[src/css_pkg.sv]
// Shared types and constants of the cursor sequence store.
package css_pkg;

   localparam int DEPTH     = 64;
   localparam int WORD_BITS = 32;
   localparam int ADDR_BITS = $clog2(DEPTH);
   localparam int CNT_BITS  = $clog2(DEPTH + 1);

   typedef enum logic [2:0] {
      OP_START   = 3'd0,
      OP_ADVANCE = 3'd1,
      OP_INSERT  = 3'd2,
      OP_ATTACH  = 3'd3,
      OP_REMOVE  = 3'd4
   } op_code_type;

   typedef enum logic [1:0] {
      ST_OK         = 2'd0,
      ST_NO_CURRENT = 2'd1,
      ST_FULL       = 2'd2
   } status_code_type;

   typedef enum logic [1:0] {
      ROUTE_LOOKUP,
      ROUTE_GROW,
      ROUTE_SHRINK
   } route_type;

   typedef enum logic [2:0] {
      S_IDLE,
      S_EVAL,
      S_UP_RD,
      S_UP_WR,
      S_DN_RD,
      S_DN_WR,
      S_LOOKUP,
      S_REPLY
   } state_type;

   typedef struct packed {
      logic [2:0]  req_type;
      logic [31:0] entry_value;
   } req_word_type;

   typedef struct packed {
      logic [1:0]          status;
      logic [CNT_BITS-1:0] item_count;
      logic                has_current;
      logic [31:0]         current_value;
   } rsp_word_type;

   typedef struct packed {
      logic capture;
      logic eval;
      logic up_read;
      logic up_write;
      logic put;
      logic dn_read;
      logic dn_write;
      logic shrink;
      logic lookup;
   } dp_cmd_type;

   typedef struct packed {
      route_type route;
      logic      grow_more;
      logic      shrink_more;
   } dp_stat_type;

endpackage

[src/cursor_sequence_store.sv]
// Top level of the cursor sequence store: ordered word list with a cursor.
// Start, advance, refused and unknown requests pass from evaluation straight to lookup and reply.
// Insert/attach first shift the entries from the position to the end up by one; remove shifts
// the entries behind the cursor down by one. One request at a time: the next is taken in the
// cycle after the strobe, each shifted entry taking a registered read, then the write.
// Reset clears count, cursor and controller state; entries hold garbage until written.
module cursor_sequence_store (
   input  logic                  clock,
   input  logic                  reset,
   input  logic                  start,
   output logic                  busy,
   input  css_pkg::req_word_type req_data,
   output logic                  rsp_valid,
   output css_pkg::rsp_word_type rsp_data
);

   // Command and status between controller and datapath.
   css_pkg::dp_cmd_type  cmd;
   css_pkg::dp_stat_type stat;

   // Sequence each request: evaluate, shift entries, read the cursor word, reply.
   css_ctrl u_ctrl (
      .clock     (clock),
      .reset     (reset),
      .start     (start),
      .stat      (stat),
      .cmd       (cmd),
      .busy      (busy),
      .rsp_valid (rsp_valid)
   );

   // Hold entries, count and cursor; produce the result word.
   css_datapath u_datapath (
      .clock    (clock),
      .reset    (reset),
      .req_data (req_data),
      .cmd      (cmd),
      .stat     (stat),
      .rsp_data (rsp_data)
   );

`ifndef SYNTH
   // An accepted word must raise busy on the next cycle.
   assert property (@(posedge clock) disable iff (reset) start && !busy |=> busy)
      else $error("busy did not rise after accept");

   // A result is shown for one cycle only.
   assert property (@(posedge clock) disable iff (reset) rsp_valid |=> !rsp_valid)
      else $error("result strobe held too long");

   // Count never exceeds the store depth.
   assert property (@(posedge clock) disable iff (reset)
      rsp_valid |-> rsp_data.item_count <= css_pkg::CNT_BITS'(css_pkg::DEPTH))
      else $error("count beyond depth");

   // No current entry means a zero word.
   assert property (@(posedge clock) disable iff (reset)
      rsp_valid && !rsp_data.has_current |-> rsp_data.current_value == 32'd0)
      else $error("value without current entry");

   // The strobe comes only while busy.
   assert property (@(posedge clock) disable iff (reset) rsp_valid |-> busy)
      else $error("result while idle");
`endif

endmodule

[src/css_datapath.sv]
// Datapath of the cursor sequence store: entry memory, count, cursor and shift index.
module css_datapath (
   input  logic                  clock,
   input  logic                  reset,
   input  css_pkg::req_word_type req_data,
   input  css_pkg::dp_cmd_type   cmd,
   output css_pkg::dp_stat_type  stat,
   output css_pkg::rsp_word_type rsp_data
);

   localparam logic [css_pkg::CNT_BITS-1:0] CNT_ONE  = css_pkg::CNT_BITS'(1);
   localparam logic [css_pkg::CNT_BITS-1:0] CNT_FULL = css_pkg::CNT_BITS'(css_pkg::DEPTH);

   logic [css_pkg::WORD_BITS-1:0] mem [css_pkg::DEPTH];

   css_pkg::op_code_type          op_ff, op_in;
   logic [css_pkg::WORD_BITS-1:0] word_ff, word_in;
   logic [css_pkg::CNT_BITS-1:0]  count_ff, count_in;
   logic [css_pkg::CNT_BITS-1:0]  cursor_ff, cursor_in;
   logic [css_pkg::CNT_BITS-1:0]  idx_ff, idx_in;
   css_pkg::status_code_type      status_ff, status_in;
   logic [css_pkg::WORD_BITS-1:0] rdata_ff;

   logic                          current;
   logic                          full;
   logic [css_pkg::CNT_BITS-1:0]  idx_dec;
   logic [css_pkg::CNT_BITS-1:0]  idx_inc;
   logic [css_pkg::CNT_BITS-1:0]  rd_addr;
   logic [css_pkg::CNT_BITS-1:0]  wr_addr;
   logic [css_pkg::WORD_BITS-1:0] wr_data;
   logic                          wr_en;
   logic                          rd_en;

   assign current = cursor_ff < count_ff;
   assign full    = count_ff == CNT_FULL;
   assign idx_dec = idx_ff - CNT_ONE;
   assign idx_inc = idx_ff + CNT_ONE;

   // Decide the path of the held request.
   always_comb begin
      stat.route = css_pkg::ROUTE_LOOKUP;
      case (op_ff)
         css_pkg::OP_INSERT, css_pkg::OP_ATTACH: begin
            if (!full) begin
               stat.route = css_pkg::ROUTE_GROW;
            end
         end
         css_pkg::OP_REMOVE: begin
            if (current) begin
               stat.route = css_pkg::ROUTE_SHRINK;
            end
         end
         default: begin
            stat.route = css_pkg::ROUTE_LOOKUP;
         end
      endcase
      stat.grow_more   = idx_ff > cursor_ff;
      stat.shrink_more = idx_inc < count_ff;
   end

   always_comb begin
      op_in     = op_ff;
      word_in   = word_ff;
      count_in  = count_ff;
      cursor_in = cursor_ff;
      idx_in    = idx_ff;
      status_in = status_ff;
      if (cmd.capture) begin
         op_in   = css_pkg::op_code_type'(req_data.req_type);
         word_in = css_pkg::WORD_BITS'(req_data.entry_value);
      end
      if (cmd.eval) begin
         status_in = css_pkg::ST_OK;
         case (op_ff)
            css_pkg::OP_START: begin
               cursor_in = '0;
            end
            css_pkg::OP_ADVANCE: begin
               if (current) begin
                  cursor_in = cursor_ff + CNT_ONE;
               end else begin
                  status_in = css_pkg::ST_NO_CURRENT;
               end
            end
            css_pkg::OP_INSERT: begin
               if (full) begin
                  status_in = css_pkg::ST_FULL;
               end else begin
                  cursor_in = current ? cursor_ff : '0;
                  idx_in    = count_ff;
               end
            end
            css_pkg::OP_ATTACH: begin
               if (full) begin
                  status_in = css_pkg::ST_FULL;
               end else begin
                  cursor_in = current ? cursor_ff + CNT_ONE : count_ff;
                  idx_in    = count_ff;
               end
            end
            css_pkg::OP_REMOVE: begin
               if (current) begin
                  idx_in = cursor_ff;
               end else begin
                  status_in = css_pkg::ST_NO_CURRENT;
               end
            end
            default: begin
               status_in = css_pkg::ST_OK;
            end
         endcase
      end
      if (cmd.up_write) begin
         idx_in = idx_dec;
      end
      if (cmd.dn_write) begin
         idx_in = idx_inc;
      end
      if (cmd.put) begin
         count_in = count_ff + CNT_ONE;
      end
      if (cmd.shrink) begin
         count_in = count_ff - CNT_ONE;
      end
   end

   // One read and one write port on the entry memory.
   always_comb begin
      rd_en   = cmd.up_read | cmd.dn_read | cmd.lookup;
      rd_addr = cursor_ff;
      if (cmd.up_read) begin
         rd_addr = idx_dec;
      end else if (cmd.dn_read) begin
         rd_addr = idx_inc;
      end
      wr_en   = cmd.up_write | cmd.dn_write | cmd.put;
      wr_addr = cmd.put ? cursor_ff : idx_ff;
      wr_data = cmd.put ? word_ff : rdata_ff;
   end

   always_ff @(posedge clock) begin
      if (wr_en) begin
         mem[wr_addr[css_pkg::ADDR_BITS-1:0]] <= wr_data;
      end
      if (rd_en) begin
         rdata_ff <= mem[rd_addr[css_pkg::ADDR_BITS-1:0]];
      end
   end

   always_ff @(posedge clock) begin
      if (reset) begin
         count_ff  <= '0;
         cursor_ff <= '0;
      end else begin
         count_ff  <= count_in;
         cursor_ff <= cursor_in;
      end
      op_ff     <= op_in;
      word_ff   <= word_in;
      idx_ff    <= idx_in;
      status_ff <= status_in;
   end

   assign rsp_data.status        = status_ff;
   assign rsp_data.item_count    = count_ff;
   assign rsp_data.has_current   = current;
   assign rsp_data.current_value = current ? 32'(rdata_ff) : 32'd0;

endmodule

[src/css_ctrl.sv]
// Controller of the cursor sequence store: sequences evaluation, shifts and lookup.
module css_ctrl (
   input  logic                 clock,
   input  logic                 reset,
   input  logic                 start,
   input  css_pkg::dp_stat_type stat,
   output css_pkg::dp_cmd_type  cmd,
   output logic                 busy,
   output logic                 rsp_valid
);

   css_pkg::state_type state_ff, state_in;

   always_ff @(posedge clock) begin
      if (reset) begin
         state_ff <= css_pkg::S_IDLE;
      end else begin
         state_ff <= state_in;
      end
   end

   always_comb begin
      state_in  = state_ff;
      cmd       = '0;
      busy      = 1'b1;
      rsp_valid = 1'b0;
      case (state_ff)
         css_pkg::S_IDLE: begin
            busy = 1'b0;
            if (start) begin
               cmd.capture = 1'b1;
               state_in    = css_pkg::S_EVAL;
            end
         end
         css_pkg::S_EVAL: begin
            cmd.eval = 1'b1;
            case (stat.route)
               css_pkg::ROUTE_GROW:   state_in = css_pkg::S_UP_RD;
               css_pkg::ROUTE_SHRINK: state_in = css_pkg::S_DN_RD;
               default:               state_in = css_pkg::S_LOOKUP;
            endcase
         end
         css_pkg::S_UP_RD: begin
            if (stat.grow_more) begin
               cmd.up_read = 1'b1;
               state_in    = css_pkg::S_UP_WR;
            end else begin
               cmd.put  = 1'b1;
               state_in = css_pkg::S_LOOKUP;
            end
         end
         css_pkg::S_UP_WR: begin
            cmd.up_write = 1'b1;
            state_in     = css_pkg::S_UP_RD;
         end
         css_pkg::S_DN_RD: begin
            if (stat.shrink_more) begin
               cmd.dn_read = 1'b1;
               state_in    = css_pkg::S_DN_WR;
            end else begin
               cmd.shrink = 1'b1;
               state_in   = css_pkg::S_LOOKUP;
            end
         end
         css_pkg::S_DN_WR: begin
            cmd.dn_write = 1'b1;
            state_in     = css_pkg::S_DN_RD;
         end
         css_pkg::S_LOOKUP: begin
            cmd.lookup = 1'b1;
            state_in   = css_pkg::S_REPLY;
         end
         css_pkg::S_REPLY: begin
            rsp_valid = 1'b1;
            state_in  = css_pkg::S_IDLE;
         end
         default: begin
            state_in = css_pkg::S_IDLE;
         end
      endcase
   end

endmodule

[config.mk]
export PLATFORM = sky130hd
export DESIGN_NAME = cursor_sequence_store
export DESIGN_NICKNAME = d
export VERILOG_FILES = /design/src/css_pkg.sv /design/src/cursor_sequence_store.sv /design/src/css_datapath.sv /design/src/css_ctrl.sv
export SDC_FILE = /design/constraint.sdc
export NUM_CORES = 2
export LEC_CHECK = 0
export BUFFER_PORTS_ARGS = -buffer_cell sky130_fd_sc_hd__buf_2
export CAP_MARGIN = 15
export CORE_MARGIN = 3
export CORE_UTILIZATION = 25
export DETAILED_ROUTE_END_ITERATION = 8
export HOLD_SLACK_MARGIN = 0.06
export SYNTH_ARGS = -nofsm -noshare
export SYNTH_HDL_FRONTEND = slang
export SYNTH_SLANG_ARGS = --single-unit
[constraint.sdc]
create_clock -name clock -period 8.6 [get_ports clock]
set_input_delay 0.43 -clock clock [delete_from_list [all_inputs] [get_ports clock]]
set_output_delay 0.43 -clock clock [all_outputs]
set_load 0.05 [all_outputs]
==> summary.md <==
| Metric | Value |
|---|---|
| Status | complete, no violations |
| Dpl ws | ~2600 ps |
| Clk buf depth | 4 |
| Grt peak-use layer | met2 |
| RSZ-0062 raised after global routing | false |
| Synth top area share | about three quarters |
| Initial Util | 25.2% |
| Synth Instances | 6,031 |
| GRT met2 Usage | 23.9% |
| Root Buffer | clkbuf_16 |
| Post-Synth Simple-Gate Area | 13.0% |
| CP endpoint kind | register |
| Final Wtd Congestion | 0.839 |
| I/O pins | 82 |
| Clk Latency, worst-skew pair | 870 ps |
| DRT iter0 DRCs | between 6,000 and 7,000 |
| Via count | 52,300 |
| Worst Clk Skew | 82.9 ps |
| CTS Sinks | 2,141 |
| Crit-path cells | ha_1, nand3_1, xnor2_1, ha_1, a21oi_1, o21ai_0, a21o_1, o221ai_1, and2_4, buf_12, nand3_1, nand3_1, nand4_1, or3_1 |
| WHS | around 270 ps |
| Leakage | ~33 nW |
| Most used DFF post-synth | edfxtp_1 |
| Post-synthesis sequential area ratio | 74.5% |
| P&R area growth vs syn | 15.5% |
| Final setup margin | 2470 ps |
| Drt wl/cell | approximately 23 um |
| Most common cell in the netlist | edfxtp_1 |
| Synth Area per Inst | 14.3 um^2 |
| Final min period | 6130 ps |
| Via density | 4.82 |
| Max stage delay on crit path | around 700 ps |
| Final WL | 254 mm |
| Filler cells | 33,800 |
| Hold crit path type | primary input to register |
| Switching Power | ~12 mW |
| Nets@finish | 6,208 |
| Syn nets | 6,098 |
| Logic gate share of total power | 31.4% |
| Post-DP HPWL | 129 mm |
| Num CTS Buffers | 210 |
| Top cells by count, synth | edfxtp_1 (2,124), nand2_1 (1,344), nand3_1 (786) |
| XOR/XNOR share of the synthesized area | 0.163% |
| Crit path required time | 9140 ps |
| Final Hold Fails | 0 |
| Multiplexer share of the synthesized area | a little over 6% |
| FF+latch count, synth | 2,141 |
| Die extent in x | 593 um |
| Syn. warnings | 0 |
| Worst vdd ir | 0.295 mV |
| Post-synthesis cell type count | 79 |
| Final-report setup violation count | 0 |
| CP Max Fanout | about 140 |
| Max cap viols | 0 |
| Fraction of layout cells with a size suffix above 1 | 10.4% |
| CTS tree | built |
| Clk pwr share | between 20% and 30% |
| Multi-input logic area | ~21,000 um^2 |
| FF/Latch Area | 64,100 um^2 |
| Rel. slew slack | 21.4% |
| Antenna Nets Post-Route | 0 |
| Area leader, netlist | edfxtp_1 |
| Mapped cell area | 86,100 um^2 |
| Startpoint types | register |
| DRC viols | 0 |
| Core Region | 341,000 um^2 |
| Detailed Routing Iterations Pass 1 | 7 |
| Slowest stage cell, crit path | and2_4 |
| Reg clk slew, reported paths | 60 ps |
| First-pass GRT wire length | about 360 mm |
| DIE HEIGHT | roughly 590 um |
| Met1 usage | 17.9% |
| CTS H-Tree Depth | 4 |
| Asr flop ratio synth | 0% |
| Initial antenna violation count | 21 |
| Row count | about 210 |
| # port buffers | 81 |
| Gr ovfl total | 0 |
| Largest family of logic cells by synthesized area | simple AND/OR/NAND/NOR gates |
| GRT Util Overall | 13.9% |
| Power density of the placed cells | 334 nW/um^2 |
| Most frequent cell on the critical path | nand3_1 |
| Largest net degree at the start of global routing | 171 |
| Total negative setup slack | 0 ps |
| WP data arrival | 6680 ps |
| Fin crit share | 71.3% |
| Worst-margin pin slew | 1180 ps |
| Net Sw Frac | 35.5% |
| Sequential share of power | 42.2% |
| Crit Path Category | register to register |
| Die Area | 351,000 um^2 |
| Fmax | 163 MHz |
| Pint | 21.4 mW |
| Vias in the first global route | 50,600 |
| Met3 usage | 2.21% |
| Synth area leaders | edfxtp_1 (74%), nand2_1 (5.9%), mux2i_1 (5.8%) |
| Synth Area in Adders | less than 1% |
| EDFF count, synth | 2,124 |
| Compound-Gate Fraction of Synth Area | 3.47% |
| Slew Limit Fails | 0 |
sequential cells by signal, summed over array words and instances (netlist names):
| signal | flops |
|---|---|
| u_datapath.op_ff | 3 |
| u_datapath.mem | 2048 |
| u_datapath.status_ff | 2 |
| u_datapath.cursor_ff | 7 |
| u_ctrl.state_ff | 3 |
| u_datapath.word_ff | 32 |
| u_datapath.count_ff | 7 |
| u_datapath.idx_ff | 7 |
| u_datapath.rdata_ff | 32 |
per-stage QoR:
stage	util, %	area, um^2	total power [mW]	instances
3_3_place_gp	27.0	92200	24.1	10400
4_1_cts	29.0	99000	33.1	10800
3_5_place_dp	27.0	92200	24.3	10400
2_1_floorplan	-	86100	20.7	6031
6_report	29.1	99400	33.2	10800
5_1_grt	29.1	99400	34.5	10800
kinds of logic (layout without fill, tap and decap cells):
family                     count (synthesis)  in the layout
muxes                                    529            529
xor gates and xnor gates                  16             16
other                                      0              5
buffers and inverters                    407            676
DFF                                     2141           2141
and+or+nand+nor                         2501           2501
AOI/OAI and AO/OA                        408            408
adders and majority gates                 29             29
power groups by stage:
stage / Clock [mW] / Sequential [mW] / Combinational (mW)
floorplan: 0 / 14.0 / 6.69
global placement: 0 / 14.3 / 9.82
detailed placement: 0 / 14.3 / 10.0
CTS: 8.90 / 14.1 / 10.1
global route: 9.33 / 14.0 / 11.2
finish: 8.77 / 14.0 / 10.4
final timing paths:
kind	startpoint	end	slack (ps)	cells after the start
worst max-delay path	u_datapath.idx_ff[0]$_DFFE_PP_	u_datapath.rdata_ff[1]$_DFFE_PP_	2470	14
worst min-delay path	req_data[20]	u_datapath.word_ff[20]$_DFFE_PP_	270	2
worst max register to register	u_datapath.idx_ff[0]$_DFFE_PP_	u_datapath.rdata_ff[1]$_DFFE_PP_	2470	14
worst min register to register	u_datapath.cursor_ff[6]$_SDFFE_PP0P_	u_datapath.cursor_ff[6]$_SDFFE_PP0P_	560	1
critical path: cells and delay by family (launching register included):
kind / cells / cell delay [ps]
compound gates: 4 / 1270
xor+xnor: 1 / 300
fa+ha+maj: 2 / 580
buf+inv: 1 / 640
flops: 1 / 670
simple gates: 6 / 2180
layout by cell type (no fill, tap or decap), types with 15 or more instances in the layout:
cell,synthesis,final
clkbuf_16,0,211
nor2_4,0,57
nand4_1,92,92
nor2_1,97,39
dfxtp_1,17,17
buf_4,29,129
or3_1,29,29
a32oi_1,102,102
bufinv_16,0,15
edfxtp_1,2124,2124
buf_2,101,83
a211oi_1,22,22
buf_12,0,26
mux2_2,34,34
nand3_1,786,786
clkinv_1,0,45
ha_1,28,28
o21ai_0,16,16
nand2_1,1344,1343
a22oi_1,56,56
and3_1,31,31
dlygate4sd3_1,0,37
and2_1,38,37
inv_1,24,24
clkbuf_1,205,54
mux2i_1,495,495
a21oi_1,114,114
clkinv_2,0,32
final cells by class:
class,count,share of cell area [%]
diodes,5,0.0126
well taps,4536,5.71
multi-input cells,3483,20.8
clock inverters,106,0.930
inverters,24,0.0906
flip-flops and latches,2141,64.5
clock buffers,265,5.52
repair buffers,281,2.44
per-layer routing:
layer | part of all wire, % | vias to the layer above | wire length, um
met5 | 0.021 | - | 54
met4 | 3.7 | 10 | 9350
met3 | 8.2 | 528 | 20800
met2 | 49 | 2375 | 124000
met1 | 39 | 26600 | 100000
li1 | - | 22800 | -
what timing repair did:
| action | CTS | global route |
|---|---|---|
| hold endpoints to repair | 47 | 0 |
| hold buffers | 37 | 0 |
| resized for setup | 0 | 0 |
| buffers inserted | 0 | 0 |
Note: power is estimated with default switching activity, not from simulation.
